===== src/rtl/smad_pkg.sv =====
`default_nettype none

package smad_pkg;

	// Address space geometry.
	localparam int ADDR_BITS    = 24;
	localparam int SLOT_BITS    = 12;
	localparam int MAX_SEGMENTS = 16;
	localparam int GRAN_BITS    = ADDR_BITS - SLOT_BITS;
	localparam int NUM_SLOTS    = 1 << SLOT_BITS;
	localparam int IDX_W        = (MAX_SEGMENTS > 1) ? $clog2(MAX_SEGMENTS) : 1;

	// Field widths of one beat.
	localparam int FUNC_W  = 2;
	localparam int ADDR_W  = 32;
	localparam int SIZE_W  = 25;
	localparam int ASZ_W   = 3;
	localparam int ID_W    = 5;
	localparam int STAT_W  = 3;
	localparam int OFF_W   = 24;
	localparam int IN_DW   = 72;
	localparam int OUT_DW  = 40;

	// Derived widths.
	localparam int CNT_W  = SIZE_W - GRAN_BITS;
	localparam int REFC_W = SLOT_BITS + 1;
	localparam int SUM_W  = ((ADDR_BITS > SIZE_W) ? ADDR_BITS : SIZE_W) + 1;
	localparam logic [ADDR_W:0] SPACE_BYTES = (ADDR_W + 1)'(1) << ADDR_BITS;

	// Function codes carried in tuser.
	localparam logic [FUNC_W-1:0] FUNC_INSTALL = 2'd0;
	localparam logic [FUNC_W-1:0] FUNC_ACCESS  = 2'd1;
	localparam logic [FUNC_W-1:0] FUNC_PEEK    = 2'd2;

	// Result status codes.
	localparam logic [STAT_W-1:0] STAT_OK       = 3'd0;
	localparam logic [STAT_W-1:0] STAT_MISALIGN = 3'd1;
	localparam logic [STAT_W-1:0] STAT_OVERLAP  = 3'd2;
	localparam logic [STAT_W-1:0] STAT_NOSPACE  = 3'd3;
	localparam logic [STAT_W-1:0] STAT_FAULT    = 3'd4;

	// Slot memory operation for the current cycle.
	typedef enum logic [2:0] {
		MEM_NONE,
		MEM_CLEAR,
		MEM_READ_SLOT,
		MEM_FILL,
		MEM_READ_ADDR
	} mem_op_t;

	// Which result the datapath captures into its pending register.
	typedef enum logic [3:0] {
		RES_NONE,
		RES_MISALIGN,
		RES_NOSPACE,
		RES_OVERLAP,
		RES_INSTALLED,
		RES_FAULT,
		RES_ACCESS,
		RES_PEEK,
		RES_ZERO
	} res_sel_t;

	typedef struct packed {
		logic     load;
		logic     cnt_clr;
		logic     cnt_inc;
		mem_op_t  mem_op;
		logic     commit;
		res_sel_t res;
		logic     push;
	} smad_cmd_t;

	typedef struct packed {
		logic [FUNC_W-1:0] func;
		logic              misaligned;
		logic              no_space;
		logic              size_zero;
		logic              addr_out;
		logic              scan_hit;
		logic              cnt_last;
		logic              clr_last;
		logic              out_free;
	} smad_stat_t;

endpackage

`default_nettype wire


===== src/rtl/smad_ctrl.sv =====
`default_nettype none

module smad_ctrl (
	input  wire                  clk,
	input  wire                  arst_n,
	input  wire                  in_valid,
	output logic                 in_ready,
	input  smad_pkg::smad_stat_t stat,
	output smad_pkg::smad_cmd_t  cmd
);
	import smad_pkg::*;

	typedef enum logic [3:0] {
		ST_CLEAR,
		ST_IDLE,
		ST_DECODE,
		ST_SCAN_RD,
		ST_SCAN_CHK,
		ST_FILL,
		ST_LOOKUP,
		ST_PEEK,
		ST_RESP
	} state_t;

	state_t state_q;
	state_t state_d;

	assign in_ready = (state_q == ST_IDLE);

	// Command decode and next state.
	always_comb begin
		state_d     = state_q;
		cmd.load    = 1'b0;
		cmd.cnt_clr = 1'b0;
		cmd.cnt_inc = 1'b0;
		cmd.mem_op  = MEM_NONE;
		cmd.commit  = 1'b0;
		cmd.res     = RES_NONE;
		cmd.push    = 1'b0;
		unique case (state_q)
			ST_CLEAR: begin
				cmd.mem_op  = MEM_CLEAR;
				cmd.cnt_inc = 1'b1;
				if (stat.clr_last) begin
					state_d = ST_IDLE;
				end
			end
			ST_IDLE: begin
				if (in_valid) begin
					cmd.load    = 1'b1;
					cmd.cnt_clr = 1'b1;
					state_d     = ST_DECODE;
				end
			end
			ST_DECODE: begin
				unique case (stat.func)
					FUNC_INSTALL: begin
						if (stat.misaligned) begin
							cmd.res = RES_MISALIGN;
							state_d = ST_RESP;
						end else if (stat.no_space) begin
							cmd.res = RES_NOSPACE;
							state_d = ST_RESP;
						end else if (stat.size_zero) begin
							cmd.commit = 1'b1;
							cmd.res    = RES_INSTALLED;
							state_d    = ST_RESP;
						end else begin
							state_d = ST_SCAN_RD;
						end
					end
					FUNC_ACCESS: begin
						if (stat.addr_out) begin
							cmd.res = RES_FAULT;
							state_d = ST_RESP;
						end else begin
							cmd.mem_op = MEM_READ_ADDR;
							state_d    = ST_LOOKUP;
						end
					end
					FUNC_PEEK: begin
						cmd.mem_op = MEM_READ_ADDR;
						state_d    = ST_PEEK;
					end
					default: begin
						cmd.res = RES_ZERO;
						state_d = ST_RESP;
					end
				endcase
			end
			ST_SCAN_RD: begin
				cmd.mem_op = MEM_READ_SLOT;
				state_d    = ST_SCAN_CHK;
			end
			ST_SCAN_CHK: begin
				if (stat.scan_hit) begin
					cmd.res = RES_OVERLAP;
					state_d = ST_RESP;
				end else if (stat.cnt_last) begin
					cmd.cnt_clr = 1'b1;
					state_d     = ST_FILL;
				end else begin
					cmd.cnt_inc = 1'b1;
					state_d     = ST_SCAN_RD;
				end
			end
			ST_FILL: begin
				cmd.mem_op = MEM_FILL;
				if (stat.cnt_last) begin
					cmd.commit = 1'b1;
					cmd.res    = RES_INSTALLED;
					state_d    = ST_RESP;
				end else begin
					cmd.cnt_inc = 1'b1;
				end
			end
			ST_LOOKUP: begin
				cmd.res = RES_ACCESS;
				state_d = ST_RESP;
			end
			ST_PEEK: begin
				cmd.res = RES_PEEK;
				state_d = ST_RESP;
			end
			ST_RESP: begin
				if (stat.out_free) begin
					cmd.push = 1'b1;
					state_d  = ST_IDLE;
				end
			end
		endcase
	end

	// State register; reset starts the slot clearing pass.
	always_ff @(posedge clk or negedge arst_n) begin
		if (!arst_n) begin
			state_q <= ST_CLEAR;
		end else begin
			state_q <= state_d;
		end
	end

endmodule

`default_nettype wire


===== config.mk =====
export PLATFORM = sky130hd
export DESIGN_NAME = smad_ctrl
export DESIGN_NICKNAME = d
export VERILOG_FILES = /design/src/rtl/smad_pkg.sv /design/src/rtl/smad_ctrl.sv
export SDC_FILE = /design/constraint.sdc
export NUM_CORES = 1
export LEC_CHECK = 0
export BUFFER_PORTS_ARGS = -buffer_cell sky130_fd_sc_hd__buf_4
export CORE_MARGIN = 4
export CORE_UTILIZATION = 46
export DETAILED_ROUTE_END_ITERATION = 8
export PLACE_DENSITY_LB_ADDON = 0.05
export SYNTH_ARGS = -nofsm -noshare
export SYNTH_HDL_FRONTEND = slang
export SYNTH_SLANG_ARGS = --single-unit
export TNS_END_PERCENT = 10

===== constraint.sdc =====
create_clock -name clk -period 1.5 [get_ports clk]
set_input_delay 0.3 -clock clk [delete_from_list [all_inputs] [get_ports clk]]
set_output_delay 0.3 -clock clk [all_outputs]
set_load 0.01 [all_outputs]

### Word-level counts from Yosys, hierarchy flattened

Cells that the tools add are included.
Widths: inputs -> output; s select.

| storage, ports and cells | value |
|---|---|
| bits in registers | 4 |
| input bits | 13 |
| word-level logic and storage cells | 55 |

| cells by class | value |
|---|---|
| eq/ne operators | 14 |
| multiplexer cells | 36 |
| reductions and logical operators | 4 |

Operator list:

| cell | number |
|---|---|
| $mux 4 | 11 |
| $pmux 4 s8 | 1 |
| $pmux 4 s3 | 2 |
| $pmux 4 s5 | 1 |
| $eq 4x3->1 const B | 4 |
| $pmux 3 s4 | 1 |
| $mux 5 | 2 |
| $mux 3 | 3 |
| $eq 4x2->1 const B | 2 |
| $mux 1 | 8 |
| $ne 2x2->1 const B | 4 |
| $mux 2 | 3 |
| $pmux 3 s2 | 1 |
| $eq 4x1->1 const B | 1 |
| $eq 4x4->1 const B | 1 |
| $logic_not 4->1 | 1 |
| $pmux 1 s2 | 2 |
| $reduce_and 4->1 | 1 |
| $pmux 1 s3 | 1 |
| $eq 2x1->1 const B | 1 |
| $eq 2x2->1 const B | 1 |
| $logic_not 2->1 | 1 |
| $reduce_or 2->1 | 1 |

### Longest topological paths before layout

Gate-level depths: netlist (run 1).

| logic depth | value |
|---|---|
| depth in word-level cells | 5 |
| gate-level depth with buffers | 6 |
| mapped depth without buffers | 6 |

### Worst setup path before layout (run 1)

Ideal clock, no wire load.

| timing path | value |
|---|---|
| path type | reg2out |
| start point | register state_q[2] |
| end point | output port cmd[10] (netlist bit) |
| data arrival time | 1.374 ns |
| data required time | 1.200 ns |
| path slack | -0.174 ns |
| stages on the path, launching flop included | 5 |
| cells stage by stage | dfrtp_1 > buf_6 > nor4_1 > and2_1 > or2_2 |

RTL lines:

| item | line | text |
|---|---|---|
| from (decl) | smad_ctrl.sv:25 | `state_t state_q;` |
| from (signal assigned) | smad_ctrl.sv:139 | `state_q <= state_d;` |
| to (decl) | smad_ctrl.sv:9 | `output smad_pkg::smad_cmd_t cmd` |

==> results of run 1 <==
[final timing paths]
| kind | end | from | cells past startpoint |
|---|---|---|---|
| worst max-delay path | cmd[10] | state_q[0] | 5 |
| worst min-delay path | state_q[2] | arst_n | 2 |
| worst max register to register | state_q[1] | state_q[0] | 5 |
| worst min register to register | state_q[2] | state_q[3] | 2 |
| max in group asynchronous | state_q[1] | arst_n | 2 |
| min in group clk | state_q[0] | stat[1] | 3 |
[routing by layer]
metal | part of all wire [%] | wire length, um
met5 | 0 | 0
met4 | 5.3 | 167
met3 | 11 | 333
met2 | 46 | 1430
met1 | 38 | 1210
[worst max-delay path: stages (launching register included)]
cell and delay [ns]:
dfrtp_2 0.44, buf_4 0.16, or3_4 0.34, nor3_1 0.18, or2_2 0.16, buf_4 0.11
[placed cells by master, fill, tap and decap left out, types with 2 or more instances in the layout]
cell type  count
inv_1          5
buf_4         45
nand2b_4       2
mux2i_1        3
nand2b_1       3
ha_1           4
nand2_1        5
nor2b_1        2
o31ai_1        2
nor2_2         2
and2_1         2
dfrtp_2        3
nor2_1         3
o22ai_2        2
a32oi_1        2
nor3_1         3
buf_6          4
a21o_1         2
a21oi_1        8
clkbuf_4       3
[power groups by stage]
| stage | Clock [mW] | Combinational [mW] | Sequential (mW) |
|---|---|---|---|
| 2_1_floorplan | 0 | 0.681 | 0.187 |
| 3_3_place_gp | 0 | 1.17 | 0.214 |
| 3_5_place_dp | 0 | 1.20 | 0.213 |
| 4_1_cts | 0.132 | 1.35 | 0.216 |
| 5_1_grt | 0.145 | 1.62 | 0.240 |
| 6_report | 0.139 | 1.53 | 0.242 |
[through the flow]
step | instances | util (%) | cell area [sq um] | setup TNS, ns | setup WS [ns]
finish | 146 | 94.1 | 1120 | -3.95 | -0.419
global route | 146 | 94.1 | 1120 | -4.61 | -0.495
CTS | 146 | 89.2 | 1060 | -2.73 | -0.326
detailed placement | 140 | 81.2 | 963 | -1.63 | -0.215
global placement | 140 | 81.2 | 963 | -1.23 | -0.196
floorplan | 84 | - | 623 | -0.121 | -0.0345
[cells in the mapped netlist, drive strengths merged]
cell,n
inv,5
or4,1
nor3b,1
o31ai,2
nand2b,5
o21a,1
o22ai,3
nor2b,4
a32oi,2
nor3,4
o21bai,1
nor4,1
dfrtp,4
nor4b,2
ha,4
a221oi,1
and2,3
and3,1
a21o,2
or3,2
a21boi,1
nor2,5
mux2i,3
nand2,5
o21ai,2
nand4,1
buf,5
a22oi,1
xnor2,1
or2,1
nand3b,1
a21oi,8
o21ba,1
[kinds of logic after synthesis]
group / share of synthesized area [%]
buffers and inverters: 7.91
AND/OR/NAND/NOR: 34.7
XOR/XNOR: 1.42
flip-flops: 16.2
multiplexers: 4.87
adder cells (fa/ha/maj): 8.11
AO/OA/AOI/OAI: 26.8
[cell type report]
class / instances / area share, %
Inverter: 5 / 1.68
Sequential cell: 4 / 9.30
Tap cell: 14 / 1.57
Timing Repair Buffer: 50 / 35.2
Clock buffer: 3 / 2.02
Multi-Input combinational cell: 70 / 50.2
[what timing repair did]
item,in CTS,in global routing
pin swaps,1,2
setup buffers,2,0
cloned,0,0
hold buffers,1,0
endpoints found under the hold margin,4,0
gates resized for setup,10,14
endpoints found under the setup margin,16,17
==> results.py, run 1 <==
metrics = {
    "floorplan": {
        "ioPinCount": 26,
        "rows": 12,
        "die-area_sq_mm": 0.00199,
        "start_util_pct": 52.0,
        "design.core.area_sq_mm": 0.00119,
        "die_w_um": 44.6,
        "die_y_um": 44.6,
    },
    "timing": {
        "setup_violations": 17,
        "whs_ns": 0.404,
        "drv_slew": 0,
        "fin_ws_ns": -0.419,
        "tightest_slew_ns": 0.277,
        "final-hold-violation-count": 0,
        "grt_setup_unrepaired": "yes",
        "finalClockSkew_ns": 0.00610,
        "max-slew-margin-rel_pct": 81.4,
        "fmax_mhz": 521,
        "period_minus_slack_ns": 1.92,
        "timing.final.crit_share_pct": 128,
    },
    "power": {
        "combPwrFrac_pct": 80.0,
        "seqPwrFrac_pct": 12.7,
        "finalPower_mw": 1.91,
        "powerDensity_mw_per_mm2": 1710,
        "max-vdd-ir-drop_mv": 1.34,
        "p_leak_nw": 0.550,
        "p_clk_share_pct": 7.3,
        "p_switching_mw": 0.897,
        "internal_power_mw": 1.01,
        "swShare_pct": 47.0,
    },
    "yosys": {
        "ys_ff_latch": 4,
        "synth_cells": 84,
        "ys_types": 36,
        "syn_avg_cell_area_sq_um": 7.34,
        "synth.net_count": 101,
        "synth.cell_area_sq_um": 617,
        "ys_seq_area_share_pct": 16.2,
        "synth_area_leaders": "dfrtp_1 16%, ha_1 8.1%, a21oi_1 6.5%",
        "yosys.area.top_type": "dfrtp_1",
        "yosysWarnings": 0,
        "synth_top_area_share_pct": 16.2,
    },
    "outcome": {
        "violations": "setup timing",
        "outcome": "finished with violations",
    },
    "routing": {
        "wirelength_um": 3150,
        "initialDrtViolationCount": 71,
        "viasPerCell": 6.73,
        "vias": 983,
        "ant_nets": 0,
        "dr.pass1.iters": 4,
        "wl_per_cell_um": 21.5,
        "drc_errors": 0,
    },
    "global_route": {
        "use_met2_pct": 46.7,
        "grt_start_max_net_pins": 9,
        "grt_busiest_layer": "met2",
        "grt_pass1_vias": 893,
        "antenna_found_initial": 0,
        "grt.overflow.total": 0,
        "grt_pass1_wl_um": 4120,
        "use_met1_pct": 32.0,
        "grtUsageMet3_pct": 5.69,
        "grt_usage_pct": 27.4,
    },
    "clocking": {
        "cts_tree": "built",
        "cts_root_buf": "clkbuf_4",
        "insertion_delay_ns": 0.23,
        "htree_levels": 1,
        "clock_sinks": 4,
        "cts_buffers": 3,
        "clockBufferDepth": 2,
        "cts.clk_slew.worst_paths_ns": 0.05,
    },
    "place": {
        "place_congestion": 0.853,
        "numPortBuffers": 25,
        "dpl.hpwl_um": 1640,
    },
    "setup_path": {
        "worstSetupEndpointType": "primary output",
        "crit_required_ns": 1.20,
        "r2r_setup_slack_ns": -0.15,
        "crit_path_max_fanout": 5,
        "cp_data_arrival_time_ns": 1.62,
        "cp-start-kind": "flip-flop",
        "crit_type": "flip-flop to primary output",
    },
    "finish": {
        "reg_top3": "state_q x4",
        "insertedDiodeCount": 0,
        "largest_register": "state_q",
        "finalNetCount": 151,
        "seqCellArea_sq_um": 104,
        "area_delta_synth_final_pct": 80.9,
        "fillers": 39,
        "largest_reg_flops": 4,
        "drive_above_1_share_pct": 54.5,
        "multiInputGateArea_sq_um": 561,
    },
    "flow_run": {
        "maxCapViolCount": 0,
    },
    "min_path": {
        "hp-class": "input port to async pin",
    },
}
(Power assumes the default switching activity.)
==> run 2, diff against run 1 <==
--- a/config.mk
+++ b/config.mk
@@ -5,7 +5,7 @@
 export SDC_FILE = /design/constraint.sdc
 export NUM_CORES = 1
 export LEC_CHECK = 0
-export BUFFER_PORTS_ARGS = -buffer_cell sky130_fd_sc_hd__buf_4
+export BUFFER_PORTS_ARGS = -buffer_cell sky130_fd_sc_hd__buf_2
 export CORE_MARGIN = 4
 export CORE_UTILIZATION = 46
 export DETAILED_ROUTE_END_ITERATION = 8
==> results.py, run 2 (synthesized netlist as in run 1, its figures left out) <==
metrics = {
    "setup_path": {
        "rr_worst_depth": 5,
        "crit_required_ns": 1.20,
        "cp-start-kind": "flip-flop",
        "crit_type": "flip-flop to primary output",
        "cp_data_arrival_time_ns": 1.56,
        "crit_path_max_fanout": 5,
        "worstSetupEndpointType": "primary output",
    },
    "routing": {
        "drc_errors": 0,
        "initialDrtViolationCount": 41,
        "wl_per_cell_um": 17.3,
        "vias": 887,
        "wirelength_um": 2590,
        "dr.pass1.iters": 4,
        "ant_nets": 0,
        "viasPerCell": 5.91,
    },
    "finish": {
        "layout.cells.most_common_list": "25 x buf_2, 23 x buf_4, 6 x a21oi_1, 5 x buf_6",
        "finalNetCount": 155,
        "fillers": 47,
        "insertedDiodeCount": 0,
        "largest_register": "state_q",
        "seqCellArea_sq_um": 100,
        "fin_util_pct": 92.8,
        "largest_reg_flops": 4,
        "multiInputGateArea_sq_um": 578,
        "reg_top3": "state_q x4",
        "area_delta_synth_final_pct": 78.5,
        "fin_area_sq_mm": 0.00110,
        "final_common_cell": "buf_2",
        "final_cell_count_no_fill": 150,
        "drive_above_1_share_pct": 55.1,
    },
    "min_path": {
        "hp-class": "input port to async pin",
    },
    "clocking": {
        "cts_buffers": 3,
        "clock_sinks": 4,
        "cts.clk_slew.worst_paths_ns": 0.04,
        "cts_tree": "built",
        "cts_root_buf": "clkbuf_4",
        "clockBufferDepth": 2,
        "insertion_delay_ns": 0.23,
        "htree_levels": 1,
    },
    "floorplan": {
        "die_w_um": 44.6,
        "design.core.area_sq_mm": 0.00119,
        "start_util_pct": 52.0,
        "rows": 12,
        "ioPinCount": 26,
        "die_y_um": 44.6,
        "die-area_sq_mm": 0.00199,
    },
    "timing": {
        "finalClockSkew_ns": 0.00413,
        "timing.final.crit_share_pct": 124,
        "fin_tns_setup_ns": -3.21,
        "fin_ws_ns": -0.361,
        "whs_ns": 0.403,
        "period_minus_slack_ns": 1.86,
        "drv_slew": 0,
        "grt_setup_unrepaired": "yes",
        "final-hold-violation-count": 0,
        "max-slew-margin-rel_pct": 79.3,
        "tightest_slew_ns": 0.309,
        "fmax_mhz": 537,
        "setup_violations": 14,
    },
    "power": {
        "finalPower_mw": 1.89,
        "p_leak_nw": 0.565,
        "p_switching_mw": 0.889,
        "combPwrFrac_pct": 82.4,
        "seqPwrFrac_pct": 10.6,
        "p_clk_share_pct": 7.0,
        "powerDensity_mw_per_mm2": 1720,
        "internal_power_mw": 1.00,
        "swShare_pct": 47.0,
        "max-vdd-ir-drop_mv": 1.18,
    },
    "place": {
        "dpl.hpwl_um": 1560,
        "preCtsSetupSlack_ns": -0.201,
        "numPortBuffers": 25,
        "place_congestion": 0.885,
        "dpl-instance-area_sq_um": 946,
        "dp.cells": 146,
    },
    "outcome": {
        "violations": "setup timing",
        "outcome": "finished with violations",
    },
    "global_route": {
        "grt_pass1_wl_um": 3620,
        "antenna_found_initial": 0,
        "grt_usage_pct": 24.5,
        "grt_pass1_vias": 801,
        "grt_start_max_net_pins": 10,
        "grt.overflow.total": 0,
    },
    "flow_run": {
        "maxCapViolCount": 0,
    },
}
## run 2: changes by cell type in the layout (fill, tap and decap cells not counted), moves of 3 or more
cell / delta
buf_4: -22
dfrtp_1: +3
buf_2: +25
dfrtp_2: -3
## run 2: final cells by class
type	count	share of cell area (%)
Inverter	5	1.70
Timing Repair Buffer	54	33.1
Multi-Input combinational cell	70	52.5
Clock buffer	3	2.05
Sequential cell	4	9.09
Tap cell	14	1.59
## run 2: path summary, 6_finish.rpt
path | startpoint | endpoint | slack [ns]
worst max-delay path | state_q[1] | cmd[5] | -0.36
worst min-delay path | arst_n | state_q[1] | 0.40
worst max register to register | state_q[1] | state_q[1] | -0.07
worst min register to register | state_q[3] | state_q[2] | 0.67
max in group asynchronous | arst_n | state_q[3] | 0.98
min in group clk | stat[1] | state_q[0] | 0.43
## run 2: repair_timing
item,4_1_cts,5_1_grt
buffers inserted,0,0
hold endpoints to repair,4,0
gates resized for setup,16,11
setup endpoints to repair,15,16
hold buffers,1,0
pin swaps,3,6
## run 2: worst max-delay path, cell delays in order (launching register included)
cell and delay (ns):
dfrtp_1 0.44, buf_4 0.20, or3_1 0.41, a21oi_2 0.14, buf_2 0.14
## run 2: power by group through the flow
stage | clock network, mW | logic (mW) | registers (mW)
floorplan | 0 | 0.681 | 0.187
global placement | 0 | 1.17 | 0.188
detailed placement | 0 | 1.19 | 0.190
CTS | 0.133 | 1.38 | 0.192
global route | 0.147 | 1.65 | 0.203
finish | 0.132 | 1.56 | 0.200
## run 2: metal layers
layer	GRT usage (%)	part of all wire, %	vias up
li1	-	-	414
met1	28.6	39	411
met2	44.7	52	56
met3	4.07	6.4	6
met4	7.23	2.3	0
met5	0	0	-
==> run 3, diff against run 2 <==
--- a/config.mk
+++ b/config.mk
@@ -5,6 +5,7 @@
 export SDC_FILE = /design/constraint.sdc
 export NUM_CORES = 1
 export LEC_CHECK = 0
+export ABC_AREA = 1
 export BUFFER_PORTS_ARGS = -buffer_cell sky130_fd_sc_hd__buf_2
 export CORE_MARGIN = 4
 export CORE_UTILIZATION = 46
==> results.py, run 3 <==
metrics = {
    "routing": {
        "drc_errors": 0,
        "dr_wl_met2_um": 923,
        "routed-wl-met3_um": 68,
        "initialDrtViolationCount": 5,
        "dr.pass1.iters": 4,
        "wl_met1_um": 760,
        "viasPerCell": 4.83,
        "wl_per_cell_um": 10.6,
        "ant_nets": 0,
        "highest_layer": "met4",
        "wirelength_um": 1780,
        "vias": 807,
    },
    "yosys": {
        "yosys.area.top_type": "nand2_1",
        "synth_cells": 106,
        "syn_avg_cell_area_sq_um": 5.88,
        "synth_common_cells": "38 x nand2_1, 16 x inv_1, 10 x nand3_1, 10 x nor2_1, 5 x o21ai_0",
        "ys_seq_area_share_pct": 16.1,
        "synth_area_leaders": "nand2_1 23%, dfrtp_1 16%, inv_1 9.6%",
        "synth.net_count": 123,
        "ys_types": 17,
        "yosysWarnings": 0,
        "synth.most_common_cell": "nand2_1",
        "async_flop_share_pct": 100,
        "synth.cell_area_sq_um": 623,
        "synth_top_area_share_pct": 22.9,
        "ys.flop_type": "dfrtp_1",
        "ys_ff_latch": 4,
        "synth-edff-count": 0,
    },
    "clocking": {
        "cts_root_buf": "clkbuf_4",
        "clockBufferDepth": 2,
        "cts_buffers": 3,
        "clock_sinks": 4,
        "cts_tree": "built",
        "htree_levels": 1,
        "cts.clk_slew.worst_paths_ns": 0.03,
        "insertion_delay_ns": 0.23,
    },
    "place": {
        "numPortBuffers": 25,
        "dpl.hpwl_um": 1370,
        "place_congestion": 0.860,
        "preCtsSetupSlack_ns": -0.0726,
    },
    "timing": {
        "grt_setup_unrepaired": "yes",
        "final-hold-violation-count": 0,
        "tightest_slew_ns": 0.284,
        "fmax_mhz": 613,
        "timing.final.crit_share_pct": 109,
        "fin_ws_ns": -0.130,
        "drv_slew": 0,
        "period_minus_slack_ns": 1.63,
        "finalClockSkew_ns": 0.00159,
        "fin_tns_setup_ns": -1.12,
        "setup_violations": 13,
        "max-slew-margin-rel_pct": 81.1,
    },
    "setup_path": {
        "crit_chain": "buf_6 -> nor2_4 -> nand3_2 -> o21ai_1 -> buf_2",
        "worstReg2RegEnd": "state_q[0]",
        "cp-start-kind": "flip-flop",
        "crit_path_max_fanout": 6,
        "timing.rr.start": "state_q[3]",
        "r2r_setup_slack_ns": 0.22,
        "rr_worst_depth": 7,
        "cp_slowest_stage_delay_ns": 0.43,
        "cp_data_arrival_time_ns": 1.33,
        "slowest_stage": "dfrtp_2",
        "worstSetupEndpointType": "primary output",
        "crit_required_ns": 1.20,
        "crit_type": "flip-flop to primary output",
    },
    "finish": {
        "finalNetCount": 171,
        "multiInputGateArea_sq_um": 515,
        "layout.cells.most_common_list": "35 x nand2_1, 24 x buf_2, 15 x buf_4, 14 x inv_1, 7 x nor2_1",
        "seqCellArea_sq_um": 105,
        "largest_register": "state_q",
        "final_common_cell": "nand2_1",
        "reg_top3": "state_q x4",
        "largest_reg_flops": 4,
        "fillers": 106,
        "drive_above_1_share_pct": 48.0,
        "area_delta_synth_final_pct": 61.8,
        "insertedDiodeCount": 0,
    },
    "floorplan": {
        "rows": 13,
        "die-area_sq_mm": 0.00201,
        "die_y_um": 44.8,
        "design.core.area_sq_mm": 0.00128,
        "die_w_um": 44.8,
        "ioPinCount": 26,
        "start_util_pct": 48.5,
    },
    "outcome": {
        "violations": "setup timing",
        "outcome": "finished with violations",
    },
    "global_route": {
        "grt_pass1_wl_um": 2840,
        "grt_usage_pct": 18.6,
        "antenna_found_initial": 0,
        "grt_start_max_net_pins": 7,
        "grt_pass1_vias": 755,
        "grt.overflow.total": 0,
    },
    "min_path": {
        "worstHoldStart": "stat[0]",
        "min_path_cells": 4,
        "hp-class": "input port to flip-flop",
        "hold_end": "state_q[3]",
    },
    "power": {
        "p_leak_nw": 0.628,
        "max-vdd-ir-drop_mv": 0.850,
        "powerDensity_mw_per_mm2": 1370,
    },
    "flow_run": {
        "maxCapViolCount": 0,
    },
}
[run 3: final cells by class]
type                    count  area share (%)
repair buffers             43            27.4
multi-input cells          84            51.1
clock buffers               3            2.23
flip-flops and latches      4            10.4
inverters                  18            6.95
well taps                  15            1.86
[run 3: kinds of logic (layout without fill, tap and decap cells)]
kind of cell / count (synthesis) / after routing / synth area share [%]
AND/OR/NAND/NOR: 72 / 72 / 58.6
buffers and inverters: 18 / 64 / 10.8
AO/OA/AOI/OAI: 8 / 8 / 6.42
adder cells (fa/ha/maj): 4 / 4 / 8.03
flip-flops: 4 / 4 / 16.1
[run 3: worst max-delay path by stage]
stage | from | end | slack (ns) | depth (start not counted)
after floorplan | stat[9] | cmd[5] | 0.11 | 6
after global placement | stat[8] | cmd[3] | -0.03 | 10
after detailed placement | stat[9] | cmd[3] | -0.07 | 10
after CTS | state_q[3] | cmd[10] | -0.13 | 6
after global routing | state_q[3] | cmd[5] | -0.20 | 5
final | state_q[3] | cmd[5] | -0.13 | 5
[run 3: power by group]
group | switching (mW) | leakage [nW] | total (mW) | internal [mW]
Combinational | 0.586 | 0.568 | 1.04 | 0.451
Clock | 0.0369 | 0.0138 | 0.126 | 0.0890
Sequential | 0.0663 | 0.0462 | 0.221 | 0.155
Total | 0.690 | 0.628 | 1.39 | 0.696
[run 3: through the flow]
step / power [mW] / hold WS (ns) / std cells / util (%) / cell area [sq um]
floorplan: 0.729 / 0.00441 / 106 / - / 623
global placement: 0.999 / 0.103 / 156 / 65.5 / 842
detailed placement: 1.01 / 0.106 / 156 / 65.5 / 842
CTS: 1.23 / 0.392 / 164 / 72.0 / 925
global route: 1.52 / 0.417 / 167 / 78.5 / 1010
finish: 1.39 / 0.399 / 167 / 78.5 / 1010
[run 3: worst max-delay path, delay by kind of cell (launching register included)]
family | cells | cell delay (ns)
buffers and inverters | 2 | 0.27
AO/OA/AOI/OAI | 1 | 0.08
AND/OR/NAND/NOR | 2 | 0.33
flip-flops | 1 | 0.43
[run 3: what timing repair did]
item	CTS	global route
pin swaps	5	7
hold buffers	1	0
setup buffers	4	3
hold endpoints to repair	4	0
endpoints found under the setup margin	13	13
resized for setup	8	18
[run 3: metal layers]
| metal | vias to the layer above | track usage [%] |
|---|---|---|
| met5 | - | 0 |
| met4 | 0 | 8.77 |
| met1 | 362 | 21.8 |
| met2 | 17 | 34.7 |
| li1 | 426 | - |
| met3 | 2 | 0.398 |
